$ cat config.mk
export PLATFORM = sky130hd
export DESIGN_NAME = shs_ctrl
export DESIGN_NICKNAME = d
export VERILOG_FILES = /design/src/shs_pkg.sv /design/src/shs_ctrl.sv
export SDC_FILE = /design/constraint.sdc
export NUM_CORES = 1
export LEC_CHECK = 0
export BUFFER_PORTS_ARGS = -buffer_cell sky130_fd_sc_hd__buf_4
export CORE_ASPECT_RATIO = 0.6
export CORE_MARGIN = 2
export CORE_UTILIZATION = 45
export CTS_CLUSTER_DIAMETER = 120
export DETAILED_ROUTE_END_ITERATION = 10
export PLACE_DENSITY = 0.78
export SYNTH_ARGS = -nofsm -noshare
export SYNTH_HDL_FRONTEND = slang
export SYNTH_SLANG_ARGS = --single-unit
$ cat constraint.sdc
create_clock -name clk -period 15.23 [get_ports clk]
set_clock_uncertainty 0.1 [all_clocks]
set_input_delay 1.523 -clock clk [delete_from_list [all_inputs] [get_ports clk]]
set_output_delay 1.523 -clock clk [all_outputs]
set_load 0.05 [all_outputs]
$ cat src/shs_pkg.sv
// shared types and constants of the instrumented shellsort unit
`timescale 1ns / 1ps

package shs_pkg;

    localparam int MAX_LEN    = 4096;
    localparam int MAX_GAPS   = 6;
    localparam int HIST_BINS  = 64;
    localparam int DATA_WIDTH = 32;

    localparam int IDX_W      = 12;
    localparam int LEN_W      = 13;
    localparam int GAP_W      = 12;
    localparam int CNT_W      = 3;
    localparam int BIN_W      = 6;
    localparam int LVL_W      = 13;
    localparam int HIST_DEPTH = MAX_GAPS * 2 * HIST_BINS;
    localparam int HADDR_W    = $clog2(HIST_DEPTH);

    // request codes
    localparam logic [1:0] REQ_WRITE = 2'd0;
    localparam logic [1:0] REQ_RUN   = 2'd1;
    localparam logic [1:0] REQ_READ  = 2'd2;
    localparam logic [1:0] REQ_HIST  = 2'd3;

    // register indexes
    localparam logic [2:0] REG_LENGTH = 3'd0;
    localparam logic [2:0] REG_GCOUNT = 3'd1;
    localparam logic [2:0] REG_GAP0   = 3'd2;
    localparam logic [2:0] REG_GAP1   = 3'd3;
    localparam logic [2:0] REG_GAP2   = 3'd4;
    localparam logic [2:0] REG_GAP3   = 3'd5;
    localparam logic [2:0] REG_GAP4   = 3'd6;
    localparam logic [2:0] REG_GAP5   = 3'd7;

    typedef struct packed {
        logic [LEN_W-1:0]                 array_length;
        logic [CNT_W-1:0]                 gap_count;
        logic [MAX_GAPS-1:0][GAP_W-1:0]   gap;
    } cfg_t;

    typedef struct packed {
        logic [1:0]            req_type;
        logic [IDX_W-1:0]      elem_index;
        logic [DATA_WIDTH-1:0] elem_value;
        logic [2:0]            pass_select;
        logic                  hist_kind;
        logic [BIN_W-1:0]      bin_index;
    } req_t;

    typedef struct packed {
        logic [DATA_WIDTH-1:0] read_data;
        logic [31:0]           bin_count;
        logic [LVL_W-1:0]      max_level;
        logic                  status;
    } res_t;

endpackage

$ cat src/shs_ctrl.sv
// request decoder and shellsort sequencer with histogram update
`timescale 1ns / 1ps

module shs_ctrl (
    input  logic                              clk,
    input  logic                              rst_n,
    input  shs_pkg::cfg_t                     cfg,
    input  logic                              in_valid,
    output logic                              in_ready,
    input  shs_pkg::req_t                     req,
    output logic                              out_valid,
    input  logic                              out_ready,
    output shs_pkg::res_t                     res,
    output logic                              e_we,
    output logic [shs_pkg::IDX_W-1:0]         e_addr,
    output logic [shs_pkg::DATA_WIDTH-1:0]    e_wdata,
    input  logic [shs_pkg::DATA_WIDTH-1:0]    e_rdata,
    output logic                              h_we,
    output logic [shs_pkg::HADDR_W-1:0]       h_addr,
    output logic [31:0]                       h_wdata,
    input  logic [31:0]                       h_rdata
);

    typedef enum logic [4:0] {
        S_IDLE, S_RD_WAIT, S_HR_WAIT, S_CLEAR, S_PASS_SEL, S_INIT0, S_INIT1,
        S_E_RDT, S_E_RDP, S_E_CMP, S_E_RDN, S_E_WRT,
        S_H_RD0, S_H_WR0, S_H_RD1, S_H_WR1
    } state_t;

    state_t                           state_reg;
    logic                             out_valid_reg;
    shs_pkg::res_t                    res_reg;
    logic [shs_pkg::MAX_GAPS-1:0]     pass_valid_reg;
    logic [shs_pkg::LVL_W-1:0]        maxima_reg [shs_pkg::MAX_GAPS][2];
    logic [shs_pkg::HADDR_W-1:0]      clr_reg;
    logic [2:0]                       p_reg;
    logic [2:0]                       pos_reg;
    logic [shs_pkg::GAP_W-1:0]        gap_reg;
    logic [shs_pkg::LEN_W-1:0]        i_reg;
    logic [shs_pkg::IDX_W-1:0]        j_reg;
    logic [shs_pkg::IDX_W-1:0]        depth_reg;
    logic [shs_pkg::LVL_W-1:0]        comps_reg;
    logic [shs_pkg::DATA_WIDTH-1:0]   t_reg;
    logic [shs_pkg::LVL_W-1:0]        lvl_reg;

    logic [shs_pkg::LEN_W-1:0]        len_eff;
    logic [2:0]                       n_eff;
    logic                             accept;
    logic                             idx_ok;
    logic                             hist_ok;
    logic [2:0]                       psel_safe;
    logic [shs_pkg::GAP_W-1:0]        gap_sel;
    logic [shs_pkg::IDX_W-1:0]        j_back;
    logic [shs_pkg::BIN_W-1:0]        dbin;
    logic [shs_pkg::BIN_W-1:0]        cbin;
    logic [shs_pkg::LEN_W-1:0]        i_inc;
    logic                             do_shift;

    // effective length and gap count
    assign len_eff = (cfg.array_length > shs_pkg::LEN_W'(shs_pkg::MAX_LEN))
                   ? shs_pkg::LEN_W'(shs_pkg::MAX_LEN) : cfg.array_length;
    assign n_eff   = (cfg.gap_count > 3'(shs_pkg::MAX_GAPS))
                   ? 3'(shs_pkg::MAX_GAPS) : cfg.gap_count;

    // request checks
    assign accept    = in_valid && in_ready;
    assign idx_ok    = {1'b0, req.elem_index} < len_eff;
    assign psel_safe = (req.pass_select < 3'(shs_pkg::MAX_GAPS)) ? req.pass_select : 3'd0;
    assign hist_ok   = (req.pass_select < 3'(shs_pkg::MAX_GAPS))
                    && ({1'b0, req.bin_index} < 7'(shs_pkg::HIST_BINS))
                    && pass_valid_reg[psel_safe];

    // sequencer helpers
    assign gap_sel  = cfg.gap[p_reg - 3'd1];
    assign j_back   = j_reg - gap_reg;
    assign dbin     = (depth_reg >= shs_pkg::IDX_W'(shs_pkg::HIST_BINS - 1))
                    ? shs_pkg::BIN_W'(shs_pkg::HIST_BINS - 1) : depth_reg[shs_pkg::BIN_W-1:0];
    assign cbin     = (comps_reg >= shs_pkg::LVL_W'(shs_pkg::HIST_BINS - 1))
                    ? shs_pkg::BIN_W'(shs_pkg::HIST_BINS - 1) : comps_reg[shs_pkg::BIN_W-1:0];
    assign i_inc    = i_reg + 1'b1;
    assign do_shift = t_reg < e_rdata;

    assign in_ready  = (state_reg == S_IDLE) && !out_valid_reg;
    assign out_valid = out_valid_reg;
    assign res       = res_reg;

    // memory port drive
    always_comb
    begin
        e_we    = 1'b0;
        e_addr  = i_reg[shs_pkg::IDX_W-1:0];
        e_wdata = t_reg;
        h_we    = 1'b0;
        h_addr  = {psel_safe, req.hist_kind, req.bin_index};
        h_wdata = 32'd0;
        unique case (state_reg)
            S_IDLE:
            begin
                e_addr  = req.elem_index;
                e_wdata = req.elem_value;
                e_we    = accept && (req.req_type == shs_pkg::REQ_WRITE) && idx_ok;
            end
            S_E_RDP, S_E_RDN:
            begin
                e_addr = j_back;
            end
            S_E_CMP:
            begin
                e_addr  = j_reg;
                e_wdata = e_rdata;
                e_we    = do_shift;
            end
            S_E_WRT:
            begin
                e_addr = j_reg;
                e_we   = 1'b1;
            end
            S_CLEAR:
            begin
                h_addr = clr_reg;
                h_we   = 1'b1;
            end
            S_INIT0:
            begin
                h_addr  = {pos_reg, 1'b0, shs_pkg::BIN_W'(0)};
                h_wdata = 32'(gap_reg);
                h_we    = 1'b1;
            end
            S_INIT1:
            begin
                h_addr  = {pos_reg, 1'b1, shs_pkg::BIN_W'(0)};
                h_wdata = 32'(gap_reg);
                h_we    = 1'b1;
            end
            S_H_RD0:
            begin
                h_addr = {pos_reg, 1'b0, dbin};
            end
            S_H_WR0:
            begin
                h_addr  = {pos_reg, 1'b0, dbin};
                h_wdata = (h_rdata == '1) ? h_rdata : h_rdata + 32'd1;
                h_we    = 1'b1;
            end
            S_H_RD1:
            begin
                h_addr = {pos_reg, 1'b1, cbin};
            end
            S_H_WR1:
            begin
                h_addr  = {pos_reg, 1'b1, cbin};
                h_wdata = (h_rdata == '1) ? h_rdata : h_rdata + 32'd1;
                h_we    = 1'b1;
            end
            default:
            begin
            end
        endcase
    end

    // state, sequencer registers and result register
    always_ff @(posedge clk or negedge rst_n)
    begin
        if (!rst_n)
        begin
            state_reg      <= S_IDLE;
            out_valid_reg  <= 1'b0;
            pass_valid_reg <= '0;
            for (int p = 0; p < shs_pkg::MAX_GAPS; p++)
            begin
                maxima_reg[p][0] <= '0;
                maxima_reg[p][1] <= '0;
            end
            clr_reg   <= '0;
            p_reg     <= '0;
            pos_reg   <= '0;
            gap_reg   <= '0;
            i_reg     <= '0;
            j_reg     <= '0;
            depth_reg <= '0;
            comps_reg <= '0;
        end
        else
        begin
            if (out_valid_reg && out_ready)
            begin
                out_valid_reg <= 1'b0;
            end
            unique case (state_reg)
                S_IDLE:
                begin
                    if (accept)
                    begin
                        res_reg <= '0;
                        case (req.req_type)
                            shs_pkg::REQ_WRITE:
                            begin
                                res_reg.status <= !idx_ok;
                                out_valid_reg  <= 1'b1;
                            end
                            shs_pkg::REQ_RUN:
                            begin
                                pass_valid_reg <= '0;
                                for (int p = 0; p < shs_pkg::MAX_GAPS; p++)
                                begin
                                    maxima_reg[p][0] <= '0;
                                    maxima_reg[p][1] <= '0;
                                end
                                clr_reg   <= '0;
                                p_reg     <= n_eff;
                                state_reg <= S_CLEAR;
                            end
                            shs_pkg::REQ_READ:
                            begin
                                if (idx_ok)
                                begin
                                    state_reg <= S_RD_WAIT;
                                end
                                else
                                begin
                                    res_reg.status <= 1'b1;
                                    out_valid_reg  <= 1'b1;
                                end
                            end
                            default:
                            begin
                                if (hist_ok)
                                begin
                                    lvl_reg   <= maxima_reg[psel_safe][req.hist_kind];
                                    state_reg <= S_HR_WAIT;
                                end
                                else
                                begin
                                    res_reg.status <= 1'b1;
                                    out_valid_reg  <= 1'b1;
                                end
                            end
                        endcase
                    end
                end
                S_RD_WAIT:
                begin
                    res_reg.read_data <= e_rdata;
                    out_valid_reg     <= 1'b1;
                    state_reg         <= S_IDLE;
                end
                S_HR_WAIT:
                begin
                    res_reg.bin_count <= h_rdata;
                    res_reg.max_level <= lvl_reg;
                    out_valid_reg     <= 1'b1;
                    state_reg         <= S_IDLE;
                end
                S_CLEAR:
                begin
                    clr_reg <= clr_reg + 1'b1;
                    if (clr_reg == shs_pkg::HADDR_W'(shs_pkg::HIST_DEPTH - 1))
                    begin
                        state_reg <= S_PASS_SEL;
                    end
                end
                S_PASS_SEL:
                begin
                    if (p_reg == 3'd0)
                    begin
                        out_valid_reg <= 1'b1;
                        state_reg     <= S_IDLE;
                    end
                    else
                    begin
                        p_reg <= p_reg - 3'd1;
                        if ((gap_sel != '0) && ({1'b0, gap_sel} < len_eff))
                        begin
                            pos_reg   <= p_reg - 3'd1;
                            gap_reg   <= gap_sel;
                            state_reg <= S_INIT0;
                        end
                    end
                end
                S_INIT0:
                begin
                    state_reg <= S_INIT1;
                end
                S_INIT1:
                begin
                    pass_valid_reg[pos_reg] <= 1'b1;
                    i_reg                   <= {1'b0, gap_reg};
                    state_reg               <= S_E_RDT;
                end
                S_E_RDT:
                begin
                    j_reg     <= i_reg[shs_pkg::IDX_W-1:0];
                    depth_reg <= '0;
                    comps_reg <= shs_pkg::LVL_W'(1);
                    state_reg <= S_E_RDP;
                end
                S_E_RDP:
                begin
                    t_reg     <= e_rdata;
                    state_reg <= S_E_CMP;
                end
                S_E_CMP:
                begin
                    if (do_shift)
                    begin
                        depth_reg <= depth_reg + 1'b1;
                        j_reg     <= j_back;
                        if (j_back < gap_reg)
                        begin
                            state_reg <= S_E_WRT;
                        end
                        else
                        begin
                            comps_reg <= comps_reg + 1'b1;
                            state_reg <= S_E_RDN;
                        end
                    end
                    else if (depth_reg != '0)
                    begin
                        // held element goes into the hole left by the shifts
                        state_reg <= S_E_WRT;
                    end
                    else
                    begin
                        state_reg <= S_H_RD0;
                    end
                end
                S_E_RDN:
                begin
                    state_reg <= S_E_CMP;
                end
                S_E_WRT:
                begin
                    state_reg <= S_H_RD0;
                end
                S_H_RD0:
                begin
                    if ({1'b0, depth_reg} > maxima_reg[pos_reg][0])
                    begin
                        maxima_reg[pos_reg][0] <= {1'b0, depth_reg};
                    end
                    if (comps_reg > maxima_reg[pos_reg][1])
                    begin
                        maxima_reg[pos_reg][1] <= comps_reg;
                    end
                    state_reg <= S_H_WR0;
                end
                S_H_WR0:
                begin
                    state_reg <= S_H_RD1;
                end
                S_H_RD1:
                begin
                    state_reg <= S_H_WR1;
                end
                S_H_WR1:
                begin
                    i_reg <= i_inc;
                    if (i_inc < len_eff)
                    begin
                        state_reg <= S_E_RDT;
                    end
                    else
                    begin
                        state_reg <= S_PASS_SEL;
                    end
                end
                default:
                begin
                    state_reg <= S_IDLE;
                end
            endcase
        end
    end

`ifndef SYNTHESIS
    // a new item is taken only with the result register empty
    a_ready_empty: assert property (@(posedge clk) disable iff (!rst_n)
        in_ready |-> !out_valid_reg)
        else $error("item accepted while a result is pending");

    // element writes from a request stay inside the effective length
    a_write_range: assert property (@(posedge clk) disable iff (!rst_n)
        (e_we && (state_reg == S_IDLE)) |-> ({1'b0, e_addr} < len_eff))
        else $error("element write beyond length");

    // histogram writes stay inside the histogram memory
    a_hist_range: assert property (@(posedge clk) disable iff (!rst_n)
        h_we |-> (h_addr < shs_pkg::HADDR_W'(shs_pkg::HIST_DEPTH)))
        else $error("histogram write out of range");

    // a run request keeps the block busy on the next cycle
    a_run_busy: assert property (@(posedge clk) disable iff (!rst_n)
        (accept && (req.req_type == shs_pkg::REQ_RUN)) |=> !in_ready)
        else $error("ready right after run request");
`endif

endmodule

==> results of run 1 <==
-- final cells by class --
class / instances / share of cell area [%]
multi-input combinational: 1653 / 43.61
sequential: 362 / 36.08
antenna: 1 / 0.009331
clock inverter: 16 / 0.4665
inverter: 88 / 1.232
timing repair buffer: 418 / 11.73
tap: 650 / 3.032
clock buffer: 49 / 3.844
-- path summary, 6_finish.rpt --
check                               endpoint  slack, ns  cells after the start
hold reg to reg            pass_valid_reg[1]       0.40                      2
hold / removal             pass_valid_reg[1]       0.40                      2
min in group asynchronous           j_reg[2]       0.83                      1
setup / recovery                  h_wdata[7]       8.95                     10
max in group asynchronous     maxima_reg[76]      12.59                      2
setup reg to reg                comps_reg[3]      10.16                     18
-- power groups by stage --
stage / Clock [W] / Combinational [W] / Sequential, W
finish: 0.000898 / 0.000996 / 0.00109
CTS: 0.000901 / 0.000974 / 0.00109
global route: 0.000938 / 0.00105 / 0.00109
detailed placement: 0 / 0.000969 / 0.00110
floorplan: 0 / 0.000536 / 0.00120
global placement: 0 / 0.000962 / 0.00110
-- cell families (layout without fill, tap and decap cells) --
kind of cell    Yosys count  count (layout)  synth area share (%)
simple gates            735             735                 15.84
flops                   362             362                 43.45
fa+ha+maj               125             125                 7.036
xor+xnor                 65              65                 2.557
buf+inv                 246             571                 4.344
mux                     117             117                 7.036
other cells               0               1                     0
compound gates          611             611                 19.74
-- through the flow --
step / hold WS (ns) / instances / total power (W) / setup WS, ns / utilization, %
after floorplan: 0.3571 / 2261 / 0.001741 / 8.982 / -
after global placement: 0.3712 / 3171 / 0.002064 / 9.126 / 52.25
after detailed placement: 0.3870 / 3171 / 0.002073 / 9.060 / 52.25
after CTS: 0.4024 / 3236 / 0.002960 / 9.052 / 54.61
after global routing: 0.4322 / 3237 / 0.003074 / 8.845 / 54.61
final: 0.4026 / 3237 / 0.002981 / 8.951 / 54.61
-- routing by layer --
layer  track usage (%)  up-vias  part of all wire, %  wire (µm)
li1                  -     9078                    -          -
met1             44.07    10180                   41      33990
met2             45.70     1498                   42      34800
met3             11.04      213                   14      11580
met4             9.391        8                  3.4       2790
met5                 0        -                0.058         48
-- critical path, cell delays in order --
cell and delay, ns:
buf_4 0.12, nand4_1 0.29, or4_1 0.69, nor4_2 0.45, and3_1 0.30, nand2b_1 0.16, nor2_1 0.06, xnor2_1 0.21
o21ai_0 0.53, buf_4 0.31
-- layout by cell type (no fill, tap or decap), types with 54 or more instances in the layout --
| master | Yosys | layout |
|---|---|---|
| nor2_1 | 158 | 156 |
| mux2i_1 | 71 | 71 |
| a21oi_1 | 87 | 86 |
| a22o_1 | 164 | 164 |
| dfrtp_1 | 239 | 237 |
| o21ai_0 | 116 | 110 |
| inv_1 | 86 | 86 |
| a22oi_1 | 95 | 95 |
| nand2_1 | 255 | 255 |
| ha_1 | 122 | 122 |
| nor4_1 | 55 | 54 |
| edfxtp_1 | 123 | 123 |
| buf_4 | 0 | 417 |
==> metrics.cfg, run 1 <==
[power]
leakage_nw=11.92
switching_share_pct=36.81
clock_power_share_pct=30.1
seqPwrFrac_pct=36.4
vdd_ir_drop_max_uv=71.54
internal-power_w=0.001883
powerDensity_nw_per_um2=111.1
p_comb_share_pct=33.4
p_switching_w=0.001097

[critical_path]
crit_path_end_kind=output port
crit_required_ns=13.61
critPathArrivalTime_ns=4.66
critPathKind=primary input to output port
crit_path_max_fanout=6
critPathLaunch=h_rdata[4]
timing.rr.start=gap_reg[0]
start_kind=primary input

[clocking]
cts_setup_buffers=0
cts_made_buffers=36
ctsResizeCount=0
cts_root_buffer=clkbuf_16
clock_path_buffers=3
htreeDepth=2
clkLatencyLatePin_ns=0.55
cts_tree=built
cts_sinks=362
clkTransAtPathRegs_ns=0.06
ctsHoldBuffers=0

[placed_design]
dpl.hpwl_mm=60.05
placed_area_um2=25660
place.gp.congestion=0.9755
io_buffers=379

[route]
route.detailed.drc=0
routedWlPerCell_um=25.70
avgViaCountPerCell=6.479
firstDrtPassIters=7
first_iter_violations=3162
wirelength_mm=83.21
vias=20970
ant_nets=0

[timing]
tightest_slew_ns=1.347
rsz0062_at_grt=no
slew-limit-headroom_pct=9.848
setup_viol=0
finalHoldViolCount=0
setup_tns_ns=0
fmax_mhz=159.3
finalCriticalPeriod_ns=6.279
drv_slew=0
finalCritPeriodShare_pct=41.23

[finish]
final_area_um2=26820
register_area_um2=9677
area_delta_synth_final_pct=20.46
final.fill_count=4232
multi_input_area_um2=11700
drive_gt1_share_pct=21.35
fin_nets=2894
largest_register_ffs=150

[run_status]
status=complete, no violations

[global_routing]
grt_pass1_wl_mm=124.4
grt_max_degree=90
grt_pass1_vias=19970
track_usage_pct=31.44
grt-ovfl-total=0
antenna_found_initial=6

[die]
initial_utilization_pct=45.34
num_rows=63
design.core.area_um2=49110
die_h_um=176.3
die_area_um2=51330
ioPinCount=380
die_w_um=291.2

[logic_synthesis]
syn_nets=2596
syn_inst=2261
async_flop_share_pct=66.02
netlist_top_cells_count=255 x nand2_1, 239 x dfrtp_1, 164 x a22o_1
synth_most_common_cell=nand2_1
synth_top_area_share_pct=26.86
yosysSeqAreaShare_pct=43.45
syn_avg_cell_area_um2=9.847
synth_cell_types=77
synthTopCellsByArea=dfrtp_1 27%, edfxtp_1 17%, ha_1 6.9%
ys.flop_type=dfrtp_1
synth-seq-cells=362
yosysTopAreaCell=dfrtp_1
synth_edf_count=123
synth_warnings=0
synthesis.area_um2=22260

[worst_hold_path]
min_from=pass_valid_reg[1]
hp-class=register to register

[flow_run]
maxCapViolations=0

Note: power is estimated with default switching activity, not from simulation.
==> run 2: changes to the inputs <==
ABC_AREA = 1   (was not set)
PLACE_DENSITY = 0.81   (was 0.78)
clock period = 5.5 ns   (was 15.23 ns; I/O delays follow)
==> run 2 against run 1 <==
- combinational power is 10% lower
- worst hold slack worse by 0.31 ns
- first-iteration DRC count up 3.6%
==> metrics.cfg, run 2 <==
[run_status]
status=complete, no violations

[power]
clock_power_share_pct=41.5
vdd_ir_drop_max_uv=210.6
seqPwrFrac_pct=44.3
internal-power_w=0.004623
p_total_w=0.006322
powerDensity_nw_per_um2=230.8
p_switching_w=0.001699
p_comb_share_pct=14.2
switching_share_pct=26.88
leakage_nw=13.13

[logic_synthesis]
synth_warnings=0
netlist_top_cells_count=660 x nand2_1, 341 x inv_1, 267 x o21ai_0
syn_inst=2881
yosysTopAreaCell=dfrtp_1
synthesis.area_um2=22710
syn_avg_cell_area_um2=7.883
synth-seq-cells=362
ys.flop_type=dfrtp_1
synth_top_area_share_pct=26.33
synth_edf_count=123
synth_most_common_cell=nand2_1
synthTopCellsByArea=dfrtp_1 26%, edfxtp_1 16%, nand2_1 11%
async_flop_share_pct=66.02
yosysSeqAreaShare_pct=42.60
synth_cell_types=65
syn_nets=3216

[clocking]
cts_tree=built
clock_path_buffers=3
ctsResizeCount=0
clkTransAtPathRegs_ns=0.06
ctsHoldBuffers=1
cts_sinks=362
cts_root_buffer=clkbuf_16
clkLatencyLatePin_ns=0.56
cts_setup_buffers=0
htreeDepth=2
cts_made_buffers=36

[timing]
slew-limit-headroom_pct=18.32
fmax_mhz=221.5
rsz0062_at_grt=no
setup_tns_ns=0
drv_slew=0
holdWs_ns=0.09161
finalHoldViolCount=0
finalCriticalPeriod_ns=4.515
setup_viol=0
finalCritPeriodShare_pct=82.09
tightest_slew_ns=1.217

[global_routing]
track_usage_pct=30.88
grt_pass1_wl_mm=125.2
grt_pass1_vias=21640
antenna_found_initial=4
grt-ovfl-total=0
grt_max_degree=184

[die]
num_rows=63
die_area_um2=52340
die_w_um=294.0
die_h_um=178.0
ioPinCount=380
design.core.area_um2=49580
initial_utilization_pct=45.80

[critical_path]
crit_path_end_kind=register
critPathArrivalTime_ns=4.87
crit_path_max_fanout=23
r2r_setup_slack_ns=0.98
timing.rr.start=pos_reg[0]
start_kind=register
crit_required_ns=5.85
critPathCapture=maxima_reg[133]
critPathLaunch=pos_reg[0]
r2r_cells=19
r2r-end=maxima_reg[133]
critPathKind=register to register

[route]
route.detailed.drc=0
routedWlPerCell_um=21.10
wirelength_mm=82.17
avgViaCountPerCell=5.931
met1_length_mm=34.06
firstDrtPassIters=7
first_iter_violations=3276
ant_nets=0
vias=23100
routed-wl-met3_mm=13.82
top_layer=met5
wl_met2_mm=32.43

[worst_hold_path]
min_from=e_rdata[9]
hp-class=primary input to register
min_path_cells=1

[finish]
mostFrequentLayoutCells=659 x nand2_1, 413 x buf_4, 341 x inv_1
area_delta_synth_final_pct=20.60
layout_commonest_cell=nand2_1
largest_register_ffs=150
fin_nets=3550
drive_gt1_share_pct=17.27

[placed_design]
io_buffers=379
dpl.hpwl_mm=59.99
place.gp.congestion=0.9954

[flow_run]
maxCapViolations=0

run 2: changes by cell type in the layout (fill, tap and decap cells not counted), moves of 49 or more:
cell	before	now
o21ai_0	110	267
a21oi_1	86	148
inv_1	86	341
nand2_1	255	659
nor2_1	156	245
o211ai_1	9	58
a22oi_1	95	8
nand3_1	52	109
mux2i_1	71	2
a22o_1	164	0
run 2: layer usage:
metal  vias to the layer above  global-route usage [%]
met3                       152                   13.32
met2                      1675                   42.49
met4                         2                   7.547
met1                     10770                   44.17
li1                      10500                       -
met5                         -                       0
run 2: kinds of logic after synthesis:
family | count (synthesis) | share of synthesized area, %
adders and majority gates | 123 | 6.810
AOI/OAI and AO/OA | 724 | 19.28
xor gates and xnor gates | 39 | 1.537
buffers and inverters | 476 | 8.270
DFF | 362 | 42.60
muxes | 2 | 0.08815
and+or+nand+nor | 1155 | 21.41
run 2: power by group through the flow:
stage | combinational, W | clock (W) | sequential (W)
2_1_floorplan | 0.000475 | 0 | 0.00285
6_report | 0.000896 | 0.00262 | 0.00280
5_1_grt | 0.000969 | 0.00276 | 0.00280
3_3_place_gp | 0.000838 | 0 | 0.00285
4_1_cts | 0.000858 | 0.00263 | 0.00280
3_5_place_dp | 0.000852 | 0 | 0.00285
run 2: critical path: stages (launching register included):
cell and delay [ns]:
dfrtp_1 0.47, inv_1 0.20, nor3_2 0.06, buf_4 0.26, inv_1 0.14, o22ai_1 0.08
a221o_1 0.26, a221oi_1 0.85, ha_1 0.40, nand2_1 0.07, inv_1 0.05, o21ai_0 0.08
nand2_1 0.07, nand2_1 0.06, o211ai_1 0.07, nand2_1 0.12, nand2_1 0.15, o21ai_1 0.70
nand2_1 0.12, o21ai_0 0.12
run 2: stage by stage:
step                      utilization, %  cells  worst slack [ns]  cell area, µm²
after floorplan                        -   2881            0.4847           22710
after global placement             52.75   3826             1.403           26150
after detailed placement           52.75   3826             1.306           26150
after CTS                          55.24   3893             1.274           27390
after global routing               55.24   3894            0.7693           27390
final                              55.24   3894            0.9849           27390
run 2: worst min-delay path by stage:
stage | to | slack, ns
6_report | t_reg[9] | 0.09
5_1_grt | t_reg[6] | 0.08
4_1_cts | t_reg[9] | 0.08
3_5_place_dp | maxima_reg[110] | 0.38
3_3_place_gp | maxima_reg[94] | 0.37
2_1_floorplan | clr_reg[0] | 0.15
run 2: final cells by class:
class                           instances  area, µm²
Clock buffer                           53       1079
Antenna cell                            1      2.502
Multi-Input combinational cell       2043      11190
Fill cell                            4493      22190
Inverter                              356       1341
Clock inverter                         13      146.4
Timing Repair Buffer                  416       3146
Tap cell                              650      813.3
Sequential cell                       362       9674
